**src/design/ascii_box_frame_parser_macros.svh**
```systemverilog
// ----------------------------------------------------------------------------
// ascii_box_frame_parser assertion macros
// Concurrent checks used by the frame parser RTL; empty bodies when SYNTH is set.
// ----------------------------------------------------------------------------
`ifndef ASCII_BOX_FRAME_PARSER_MACROS_SVH
`define ASCII_BOX_FRAME_PARSER_MACROS_SVH

`ifndef SYNTH
// same-cycle implication
`define ABFP_ASSERT_IMPLY(label, clk, rst, ante, cons) \
  label: assert property (@(posedge clk) disable iff (rst) (ante) |-> (cons)) \
    else $error("abfp: implication check failed");
// next-cycle implication
`define ABFP_ASSERT_NEXT(label, clk, rst, ante, cons) \
  label: assert property (@(posedge clk) disable iff (rst) (ante) |=> (cons)) \
    else $error("abfp: next-cycle check failed");
`else
`define ABFP_ASSERT_IMPLY(label, clk, rst, ante, cons)
`define ABFP_ASSERT_NEXT(label, clk, rst, ante, cons)
`endif

`endif

```
**src/design/abfp_pkg.sv**
```systemverilog
// ----------------------------------------------------------------------------
// abfp_pkg
// Shared types and constants of the ASCII box frame parser.
// ----------------------------------------------------------------------------
`timescale 1ns / 1ps

package abfp_pkg;

  localparam int MAX_FRAME_DEF = 62;

  localparam int BYTE_W   = 8;
  localparam int FIELD_W  = 16;
  localparam int CENTER_W = FIELD_W + 1;
  localparam int IMG_C_W  = 10;
  localparam int GAIN_W   = 8;
  localparam int OFF_W    = 19;

  // ASCII codes
  localparam logic [BYTE_W-1:0] CHAR_NUL    = 8'h00;
  localparam logic [BYTE_W-1:0] CHAR_DOLLAR = 8'h24;
  localparam logic [BYTE_W-1:0] CHAR_HASH   = 8'h23;
  localparam logic [BYTE_W-1:0] CHAR_ZERO   = 8'h30;
  localparam logic [BYTE_W-1:0] CHAR_NINE   = 8'h39;

  localparam logic [FIELD_W-1:0] FIELD_MAX = 16'hFFFF;

  localparam logic [IMG_C_W-1:0] IMG_CENTER_RESET = 10'd320;
  localparam logic [GAIN_W-1:0]  GAIN_RESET       = 8'd39;

  // divide by 100: x / 100 == (x * ceil(2^32 / 100)) >> 32 for x < 2^30
  localparam int MAG_W     = CENTER_W + GAIN_W;
  localparam int RECIP_W   = 26;
  localparam int DIV_SHIFT = 32;
  localparam int PROD_W    = MAG_W + RECIP_W;
  localparam logic [RECIP_W-1:0] DIV_RECIP = 26'd42949673;

  typedef struct packed {
    logic [FIELD_W-1:0] x;
    logic [FIELD_W-1:0] y;
    logic [FIELD_W-1:0] w;
    logic [FIELD_W-1:0] h;
  } box_t;

endpackage

```
**src/design/ascii_box_frame_parser.sv**
```systemverilog
// ----------------------------------------------------------------------------
// ascii_box_frame_parser
// Parses '$'..'#' ASCII box frames into a box, its center and a scaled offset.
// ----------------------------------------------------------------------------
// Throughput: one byte per cycle while in_stall is low; a byte enters the input
//   register in each cycle with in_valid high and in_stall low.
// A result passes the input, box, multiply-by-gain and divide registers in order.
// The divide by 100 is a reciprocal multiply in its own stage.
// Reset (rst, synchronous): empties the pipeline, clears the frame state and
//   loads image_center = 320, gain_per_hundred = 39.
`timescale 1ns / 1ps

module ascii_box_frame_parser
  import abfp_pkg::*;
#(
  parameter int MAX_FRAME = MAX_FRAME_DEF
) (
  input  logic                    clk,
  input  logic                    rst,
  input  logic                    in_valid,
  output logic                    in_stall,
  input  logic [BYTE_W-1:0]       rx_byte,
  output logic                    out_valid,
  input  logic                    out_stall,
  output logic [FIELD_W-1:0]      box_x,
  output logic [FIELD_W-1:0]      box_y,
  output logic [FIELD_W-1:0]      box_w,
  output logic [FIELD_W-1:0]      box_h,
  output logic [CENTER_W-1:0]     center_x,
  output logic [CENTER_W-1:0]     center_y,
  output logic signed [OFF_W-1:0] offset_mm,
  input  logic                    cfg_valid,
  output logic                    cfg_ready,
  input  logic [7:0]              cfg_index,
  input  logic [IMG_C_W-1:0]      cfg_data
);

  localparam logic [7:0] CFG_IMAGE_CENTER = 8'd0;
  localparam logic [7:0] CFG_GAIN         = 8'd1;

  logic [IMG_C_W-1:0] image_center;
  logic [GAIN_W-1:0]  gain_per_hundred;

  logic frm_valid;
  logic frm_ready;
  box_t frm_box;

  assign cfg_ready = 1'b1;

  always_ff @(posedge clk) begin
    if (rst) begin
      image_center     <= IMG_CENTER_RESET;
      gain_per_hundred <= GAIN_RESET;
    end else if (cfg_valid && cfg_ready) begin
      case (cfg_index)
        CFG_IMAGE_CENTER: image_center <= cfg_data;
        CFG_GAIN:         gain_per_hundred <= cfg_data[GAIN_W-1:0];
        default: begin
          // drop writes outside the register map
        end
      endcase
    end
  end

  abfp_parser #(
    .MAX_FRAME (MAX_FRAME)
  ) u_parser (
    .clk       (clk),
    .rst       (rst),
    .in_valid  (in_valid),
    .in_stall  (in_stall),
    .rx_byte   (rx_byte),
    .frm_valid (frm_valid),
    .frm_ready (frm_ready),
    .frm_box   (frm_box)
  );

  abfp_calc u_calc (
    .clk              (clk),
    .rst              (rst),
    .frm_valid        (frm_valid),
    .frm_ready        (frm_ready),
    .frm_box          (frm_box),
    .image_center     (image_center),
    .gain_per_hundred (gain_per_hundred),
    .out_valid        (out_valid),
    .out_stall        (out_stall),
    .box_x            (box_x),
    .box_y            (box_y),
    .box_w            (box_w),
    .box_h            (box_h),
    .center_x         (center_x),
    .center_y         (center_y),
    .offset_mm        (offset_mm)
  );

endmodule

```
**src/design/abfp_parser.sv**
```systemverilog
// ----------------------------------------------------------------------------
// abfp_parser
// Byte input register and frame parsing state; hands a finished box downstream.
// ----------------------------------------------------------------------------
`timescale 1ns / 1ps
`include "ascii_box_frame_parser_macros.svh"

module abfp_parser
  import abfp_pkg::*;
#(
  parameter int MAX_FRAME = MAX_FRAME_DEF
) (
  input  logic              clk,
  input  logic              rst,
  input  logic              in_valid,
  output logic              in_stall,
  input  logic [BYTE_W-1:0] rx_byte,
  output logic              frm_valid,
  input  logic              frm_ready,
  output box_t              frm_box
);

  localparam int CNT_W = $clog2(MAX_FRAME + 1);

  typedef enum logic [3:0] {
    PH_SEEK   = 4'b0001,
    PH_FIELDS = 4'b0010,
    PH_DONE   = 4'b0100,
    PH_DEAD   = 4'b1000
  } phase_t;

  logic              a_valid;
  logic [BYTE_W-1:0] a_byte;

  logic [CNT_W-1:0]   frame_count;
  phase_t             phase;
  logic [2:0]         field_num;
  logic [FIELD_W-1:0] vals [4];

  logic [CNT_W-1:0]   frame_count_next;
  phase_t             phase_next;
  logic [2:0]         field_num_next;
  logic [FIELD_W-1:0] vals_next [4];

  logic frame_end;
  logic had_dollar;
  logic a_fire;

  always_comb begin
    logic [1:0]         k;
    logic               is_digit;
    logic [3:0]         dig;
    logic [FIELD_W+3:0] acc;

    k        = field_num[1:0] + 2'd2;
    is_digit = (a_byte >= CHAR_ZERO) && (a_byte <= CHAR_NINE);
    dig      = 4'(a_byte - CHAR_ZERO);
    acc      = ({4'b0, vals[k]} << 3) + ({4'b0, vals[k]} << 1) + {16'b0, dig};

    phase_next     = phase;
    field_num_next = field_num;
    vals_next      = vals;

    case (phase)
      PH_SEEK: begin
        if (a_byte == CHAR_NUL) begin
          phase_next = PH_DEAD;
        end else if (a_byte == CHAR_DOLLAR) begin
          phase_next = PH_FIELDS;
        end
      end
      PH_FIELDS: begin
        if (a_byte == CHAR_NUL) begin
          phase_next = PH_DONE;
        end else if (is_digit) begin
          if (field_num >= 3'd2 && field_num <= 3'd5) begin
            vals_next[k] = (acc > {4'b0, FIELD_MAX}) ? FIELD_MAX : acc[FIELD_W-1:0];
          end
        end else begin
          field_num_next = field_num + 3'd1;
          if (field_num_next >= 3'd6) begin
            phase_next = PH_DONE;
          end
        end
      end
      default: begin
        // halted: ignore bytes until the frame ends
      end
    endcase

    frame_count_next = frame_count + CNT_W'(1);
    frame_end  = (a_byte == CHAR_HASH) || (frame_count_next >= CNT_W'(MAX_FRAME));
    had_dollar = (phase_next == PH_FIELDS) || (phase_next == PH_DONE);
  end

  assign frm_valid = a_valid && frame_end && had_dollar;
  assign frm_box   = '{x: vals_next[0], y: vals_next[1], w: vals_next[2], h: vals_next[3]};
  assign a_fire    = a_valid && (!(frame_end && had_dollar) || frm_ready);
  assign in_stall  = a_valid && !a_fire;

  always_ff @(posedge clk) begin
    if (rst) begin
      a_valid <= 1'b0;
    end else if (in_valid && !in_stall) begin
      a_valid <= 1'b1;
    end else if (a_fire) begin
      a_valid <= 1'b0;
    end
  end

  always_ff @(posedge clk) begin
    if (in_valid && !in_stall) begin
      a_byte <= rx_byte;
    end
  end

  always_ff @(posedge clk) begin
    if (rst) begin
      frame_count <= '0;
      phase       <= PH_SEEK;
      field_num   <= '0;
      vals        <= '{default: '0};
    end else if (a_fire) begin
      if (frame_end) begin
        // clear for the next frame
        frame_count <= '0;
        phase       <= PH_SEEK;
        field_num   <= '0;
        vals        <= '{default: '0};
      end else begin
        frame_count <= frame_count_next;
        phase       <= phase_next;
        field_num   <= field_num_next;
        vals        <= vals_next;
      end
    end
  end

  `ABFP_ASSERT_IMPLY(a_count_bound, clk, rst, 1'b1, frame_count < CNT_W'(MAX_FRAME))
  `ABFP_ASSERT_IMPLY(a_seek_no_field, clk, rst, phase == PH_SEEK, field_num == 3'd0)
  `ABFP_ASSERT_IMPLY(a_fields_open, clk, rst, phase == PH_FIELDS, field_num < 3'd6)

endmodule

```
**src/design/abfp_calc.sv**
```systemverilog
// ----------------------------------------------------------------------------
// abfp_calc
// Box center and scaled offset pipeline with the result output register.
// ----------------------------------------------------------------------------
`timescale 1ns / 1ps
`include "ascii_box_frame_parser_macros.svh"

module abfp_calc
  import abfp_pkg::*;
(
  input  logic                       clk,
  input  logic                       rst,
  input  logic                       frm_valid,
  output logic                       frm_ready,
  input  box_t                       frm_box,
  input  logic [IMG_C_W-1:0]         image_center,
  input  logic [GAIN_W-1:0]          gain_per_hundred,
  output logic                       out_valid,
  input  logic                       out_stall,
  output logic [FIELD_W-1:0]         box_x,
  output logic [FIELD_W-1:0]         box_y,
  output logic [FIELD_W-1:0]         box_w,
  output logic [FIELD_W-1:0]         box_h,
  output logic [CENTER_W-1:0]        center_x,
  output logic [CENTER_W-1:0]        center_y,
  output logic signed [OFF_W-1:0]    offset_mm
);

  // stage B: parsed box
  logic b_valid;
  box_t b_box;

  // stage C: box, centers, offset magnitude before the divide
  logic                c_valid;
  box_t                c_box;
  logic [CENTER_W-1:0] c_cx;
  logic [CENTER_W-1:0] c_cy;
  logic [MAG_W-1:0]    c_mag;
  logic                c_neg;

  logic b_ready;
  logic c_ready;
  logic d_ready;

  logic [CENTER_W-1:0] cx;
  logic [CENTER_W-1:0] cy;
  logic [CENTER_W:0]   diff;
  logic [CENTER_W-1:0] abs_diff;
  logic [MAG_W-1:0]    mag;
  logic [PROD_W-1:0]   prod;
  logic [OFF_W-1:0]    quot;

  assign d_ready   = !out_valid || !out_stall;
  assign c_ready   = !c_valid || d_ready;
  assign b_ready   = !b_valid || c_ready;
  assign frm_ready = b_ready;

  assign cx       = {1'b0, b_box.x} + {2'b0, b_box.w[FIELD_W-1:1]};
  assign cy       = {1'b0, b_box.y} + {2'b0, b_box.h[FIELD_W-1:1]};
  assign diff     = {1'b0, cx} - {(CENTER_W + 1 - IMG_C_W)'(0), image_center};
  assign abs_diff = diff[CENTER_W] ? CENTER_W'(-diff) : diff[CENTER_W-1:0];
  assign mag      = {{GAIN_W{1'b0}}, abs_diff} * {{CENTER_W{1'b0}}, gain_per_hundred};

  assign prod = {{RECIP_W{1'b0}}, c_mag} * {{MAG_W{1'b0}}, DIV_RECIP};
  assign quot = prod[DIV_SHIFT +: OFF_W];

  always_ff @(posedge clk) begin
    if (rst) begin
      b_valid   <= 1'b0;
      c_valid   <= 1'b0;
      out_valid <= 1'b0;
    end else begin
      b_valid   <= (b_valid && !c_ready) || (frm_valid && b_ready);
      c_valid   <= (c_valid && !d_ready) || (b_valid && c_ready);
      out_valid <= (out_valid && out_stall) || (c_valid && d_ready);
    end
  end

  always_ff @(posedge clk) begin
    if (frm_valid && b_ready) begin
      b_box <= frm_box;
    end
    if (b_valid && c_ready) begin
      c_box <= b_box;
      c_cx  <= cx;
      c_cy  <= cy;
      c_mag <= mag;
      c_neg <= diff[CENTER_W];
    end
    if (c_valid && d_ready) begin
      box_x     <= c_box.x;
      box_y     <= c_box.y;
      box_w     <= c_box.w;
      box_h     <= c_box.h;
      center_x  <= c_cx;
      center_y  <= c_cy;
      // truncate toward zero: divide the magnitude, then restore the sign
      offset_mm <= c_neg ? $signed(OFF_W'(0) - quot) : $signed(quot);
    end
  end

  `ABFP_ASSERT_NEXT(a_c_hold, clk, rst, c_valid && !d_ready, c_valid)
  `ABFP_ASSERT_NEXT(a_out_drain, clk, rst, out_valid && !out_stall && !c_valid, !out_valid)

endmodule
```
**config.mk**
```make
export PLATFORM = sky130hd
export DESIGN_NAME = ascii_box_frame_parser
export DESIGN_NICKNAME = d
export VERILOG_FILES = /design/src/design/abfp_pkg.sv /design/src/design/ascii_box_frame_parser.sv /design/src/design/abfp_parser.sv /design/src/design/abfp_calc.sv
export VERILOG_INCLUDE_DIRS = /design/src /design/src/design
export SDC_FILE = /design/constraint.sdc
export NUM_CORES = 1
export LEC_CHECK = 0
export BUFFER_PORTS_ARGS = -buffer_cell sky130_fd_sc_hd__buf_2
export CORE_ASPECT_RATIO = 0.5
export CORE_MARGIN = 2
export CORE_UTILIZATION = 35
export DETAILED_ROUTE_END_ITERATION = 8
export SLEW_MARGIN = 15
export SYNTH_ARGS = -nofsm -noshare
export SYNTH_HDL_FRONTEND = slang
export SYNTH_HIERARCHICAL = 1
export SYNTH_SLANG_ARGS = --single-unit
```
**constraint.sdc**
```tcl
create_clock -name clk -period 13.45 [get_ports clk]
set_clock_uncertainty 0.1 [all_clocks]
set_input_delay 4.035 -clock clk [delete_from_list [all_inputs] [get_ports clk]]
set_output_delay 4.035 -clock clk [all_outputs]
set_load 0.03 [all_outputs]
```
==> impl_metrics.csv <==
group,metric,value,unit
yosys,yosys-top-cells-count,"sky130_fd_sc_hd__inv_1 (510), sky130_fd_sc_hd__ha_1 (390), sky130_fd_sc_hd__edfxtp_1 (313)",
clocking,clock-sinks,412,
drt,first_iter_violations,1242,
timing,setup_repair_after_global_routing_missed_its_margin,"no",
placed_design,final_weighted_congestion_in_routability_driven_placement,0.860,
drt,drc,0,
timing,finalSetupViolCount,0,
critical_path,crit_path_end_kind,"flip-flop",
placed_design,place.detailed.instances,4246,
critical_path,required_time_worst_endpoint,13.65,ns
yosys,yosys_most_used_dff,"sky130_fd_sc_hd__edfxtp_1",
placed_design,hpwl,59.6,mm
clocking,postCtsSetupRepairBufs,0,
clocking,cts_tree,"yes",
yosys,synth.most_common_cell,"sky130_fd_sc_hd__inv_1",
grt,grt_first_pass_wirelength,121,mm
clocking,worst_setup_hold_path_clk_slew,0.07,ns
clocking,clock_insertion_delay_worst_skew,0.59,ns
layout,finalNetCount,3780,
critical_path,critPathTopFamily,"adder cells",
power_and_ir_drop,p_int,0.00202,W
yosys,ys_ff_latch,412,
timing,final.min_clock_period,10.0,ns
grt,initial_antenna_violation_count,0,
clocking,clockBufferDepth,3,
clocking,ctsResizeCount,0,
timing,final-max-slew-violation-count,0,
power_and_ir_drop,leakagePower,16.0,nW
placed_design,port-buffer-count,149,
yosys,ys_top_cells_by_area,"sky130_fd_sc_hd__edfxtp_1 (29%), sky130_fd_sc_hd__fa_1 (19%), sky130_fd_sc_hd__ha_1 (15%)",
die,rows,78,
layout,postLayoutCellArea,35900,sq um
yosys,synth-edff-count,313,
clocking,cts_htree_levels,2,
yosys,post_synthesis_mean_instance_area,11.1,sq um
critical_path,critPathMaxStageDelay,0.82,ns
yosys,yosys.area.top_type_share,0.290,
die,die_h,219,um
yosys,synth_largest_area_cell,"sky130_fd_sc_hd__edfxtp_1",
layout,final-instance-count-excl-fill,4323,
critical_path,critical_path.startpoint_type,"flip-flop",
power_and_ir_drop,power_switching,0.000557,W
timing,fin_crit_sh,0.743,
clocking,cts_root_buf,"sky130_fd_sc_hd__clkbuf_16",
timing,timing_hold_violations_final,0,
layout,area.growth.synth_to_final,10.8,%
drt,detailed_route_via_count,21200,
yosys,synthesis.nets,3646,
drt,wire_per_inst,17.4,um
drt,per_cell_via_count_in_the_routed_design,4.92,
yosys,postSynthCellCount,2916,
power_and_ir_drop,p_sw_frac,0.216,
die,io_pins,151,
power_and_ir_drop,relative_contribution_of_combinational_cells_to_total_power,0.021,
yosys,netlist-cell-type-count,85,
yosys,syn_area,32400,sq um
critical_path,reg2reg_slack,3.45,ns
timing,timing.slew.headroom,0.285,
run,max_cap_violations,0,
timing,clock.fmax,0.100,GHz
timing,setup-tns-final,0,ns
drt,first_pass_iters,6,
run_status,outcome,"finished, final reports clean",
grt,grt_use_total,0.162,
yosys,seq_area_frac_synth,0.351,
power_and_ir_drop,worst_ir_drop_vdd,98.6,uV
power_and_ir_drop,pd_cells,71.6,nW/um^2
drt,antenna_left,0,
placed_design,placed_cell_area,34600,sq um
critical_path,worst-endpoint-arrival,10.20,ns
layout,drive_above_1_share,0.0924,
critical_path,crit_fanout,16,
clocking,number_of_cts_inserted_buffers,42,
critical_path,path_class,"flip-flop to flip-flop",
critical_path,critical_path_buf_inv_count,4,
power_and_ir_drop,clock_power_share,0.451,
layout,num_antenna_cells,0,
power_and_ir_drop,pwr-share-seq,0.528,
drt,routed_wl,75.2,mm
grt,number_of_global_route_vias_before_repair,22300,
critical_path,path_common_cell,"sky130_fd_sc_hd__fa_1",
die,start_util,0.355,
timing,hold_slack,0.315,ns
yosys,synth_async_sr_flop_share,0,
die,dieWidth,434,um
yosys,synth.yosys.warnings,6,
timing,worst_slew_pin_slew,1.06,ns
hold_path,hold_class,"flip-flop to flip-flop",
grt,globalRoute.totalOverflow,0,
clocking,cts_hold_buf,0,
die,design.die.area,95200,sq um
critical_path,critPathSlowestCell,"sky130_fd_sc_hd__nor3b_2",
die,fp.coreArea,91300,sq um
grt,pin_count_of_the_biggest_net_entering_global_routing,70,
[cell type report]
cell class	instances	area (sq um)
Inverter	510	1910
Multi-Input combinational cell	1921	18900
Timing Repair Buffer	163	851
Clock buffer	54	1160
Fill cell	8803	55300
Sequential cell	412	11400
Tap cell	1240	1550
Clock inverter	23	216
[cell usage in the layout (no fill, tap or decap), drive strengths merged, types with 17 or more instances in the layout]
cell type	instances
and2	57
a31oi	17
edfxtp	313
inv	516
a21oi	118
nand2b	43
fa	309
nand2	148
nor3	28
clkbuf	54
buf	163
a22o	65
nor2b	65
and3	18
xor2	30
xnor2	66
ha	390
nor2	139
a21boi	19
o31ai	21
nand4	19
o21ai	99
a21o	29
dfxtp	99
nand3	49
[registers in the layout, summed over array words and instances, names as in the netlist, 4 cells and up]
signal	count
gain_per_hundred	8
image_center	10
u_calc/b_box	64
u_calc/box_h	16
u_calc/box_w	16
u_calc/box_x	16
u_calc/box_y	16
u_calc/c_box	64
u_calc/c_cx	17
u_calc/c_cy	17
u_calc/c_mag	25
u_calc/center_x	17
u_calc/center_y	17
u_calc/offset_mm	19
u_parser/a_byte	8
u_parser/frame_count	6
u_parser/phase	4
u_parser/vals	64
[power by group through the flow]
stage	Clock, W	Combinational (W)	Sequential (W)
2_1_floorplan	0	0.0000383	0.00138
3_3_place_gp	0	0.0000532	0.00139
3_5_place_dp	0	0.0000539	0.00139
4_1_cts	0.00120	0.0000541	0.00136
5_1_grt	0.00125	0.0000614	0.00136
6_report	0.00116	0.0000537	0.00136
[metal layers]
layer,part of all wire,track usage,vias up
met5,0,0,-
met4,0.023,0.0436,0
met3,0.032,0.0173,84
met2,0.51,0.292,347
met1,0.43,0.205,10600
li1,-,-,10200
[cell families after synthesis]
kind of cell               synth area share
xor gates and xnor gates             0.0259
and+or+nand+nor                      0.0972
AOI/OAI and AO/OA                     0.100
other                              0.000116
buffers and inverters                0.0681
muxes                                0.0164
DFF                                   0.351
adders and majority gates             0.341
[final timing paths]
check,start,endpoint,cells after the start
worst max register to register,u_calc/b_box[17],u_calc/c_mag[21],33
worst min-delay path,u_calc/c_cx[12],u_calc/center_x[12],0
worst max-delay path,u_calc/b_box[17],u_calc/c_mag[21],33
worst min register to register,u_calc/c_cx[12],u_calc/center_x[12],0
[per-stage QoR]
stage,worst slack (ns),power [W],util
4_1_cts,3.41,0.00261,0.394
2_1_floorplan,0.115,0.00142,-
5_1_grt,2.64,0.00267,0.394
6_report,3.45,0.00257,0.394
3_3_place_gp,3.66,0.00144,0.379
3_5_place_dp,3.50,0.00144,0.379
No activity file was read; power rests on OpenSTA's default activity.
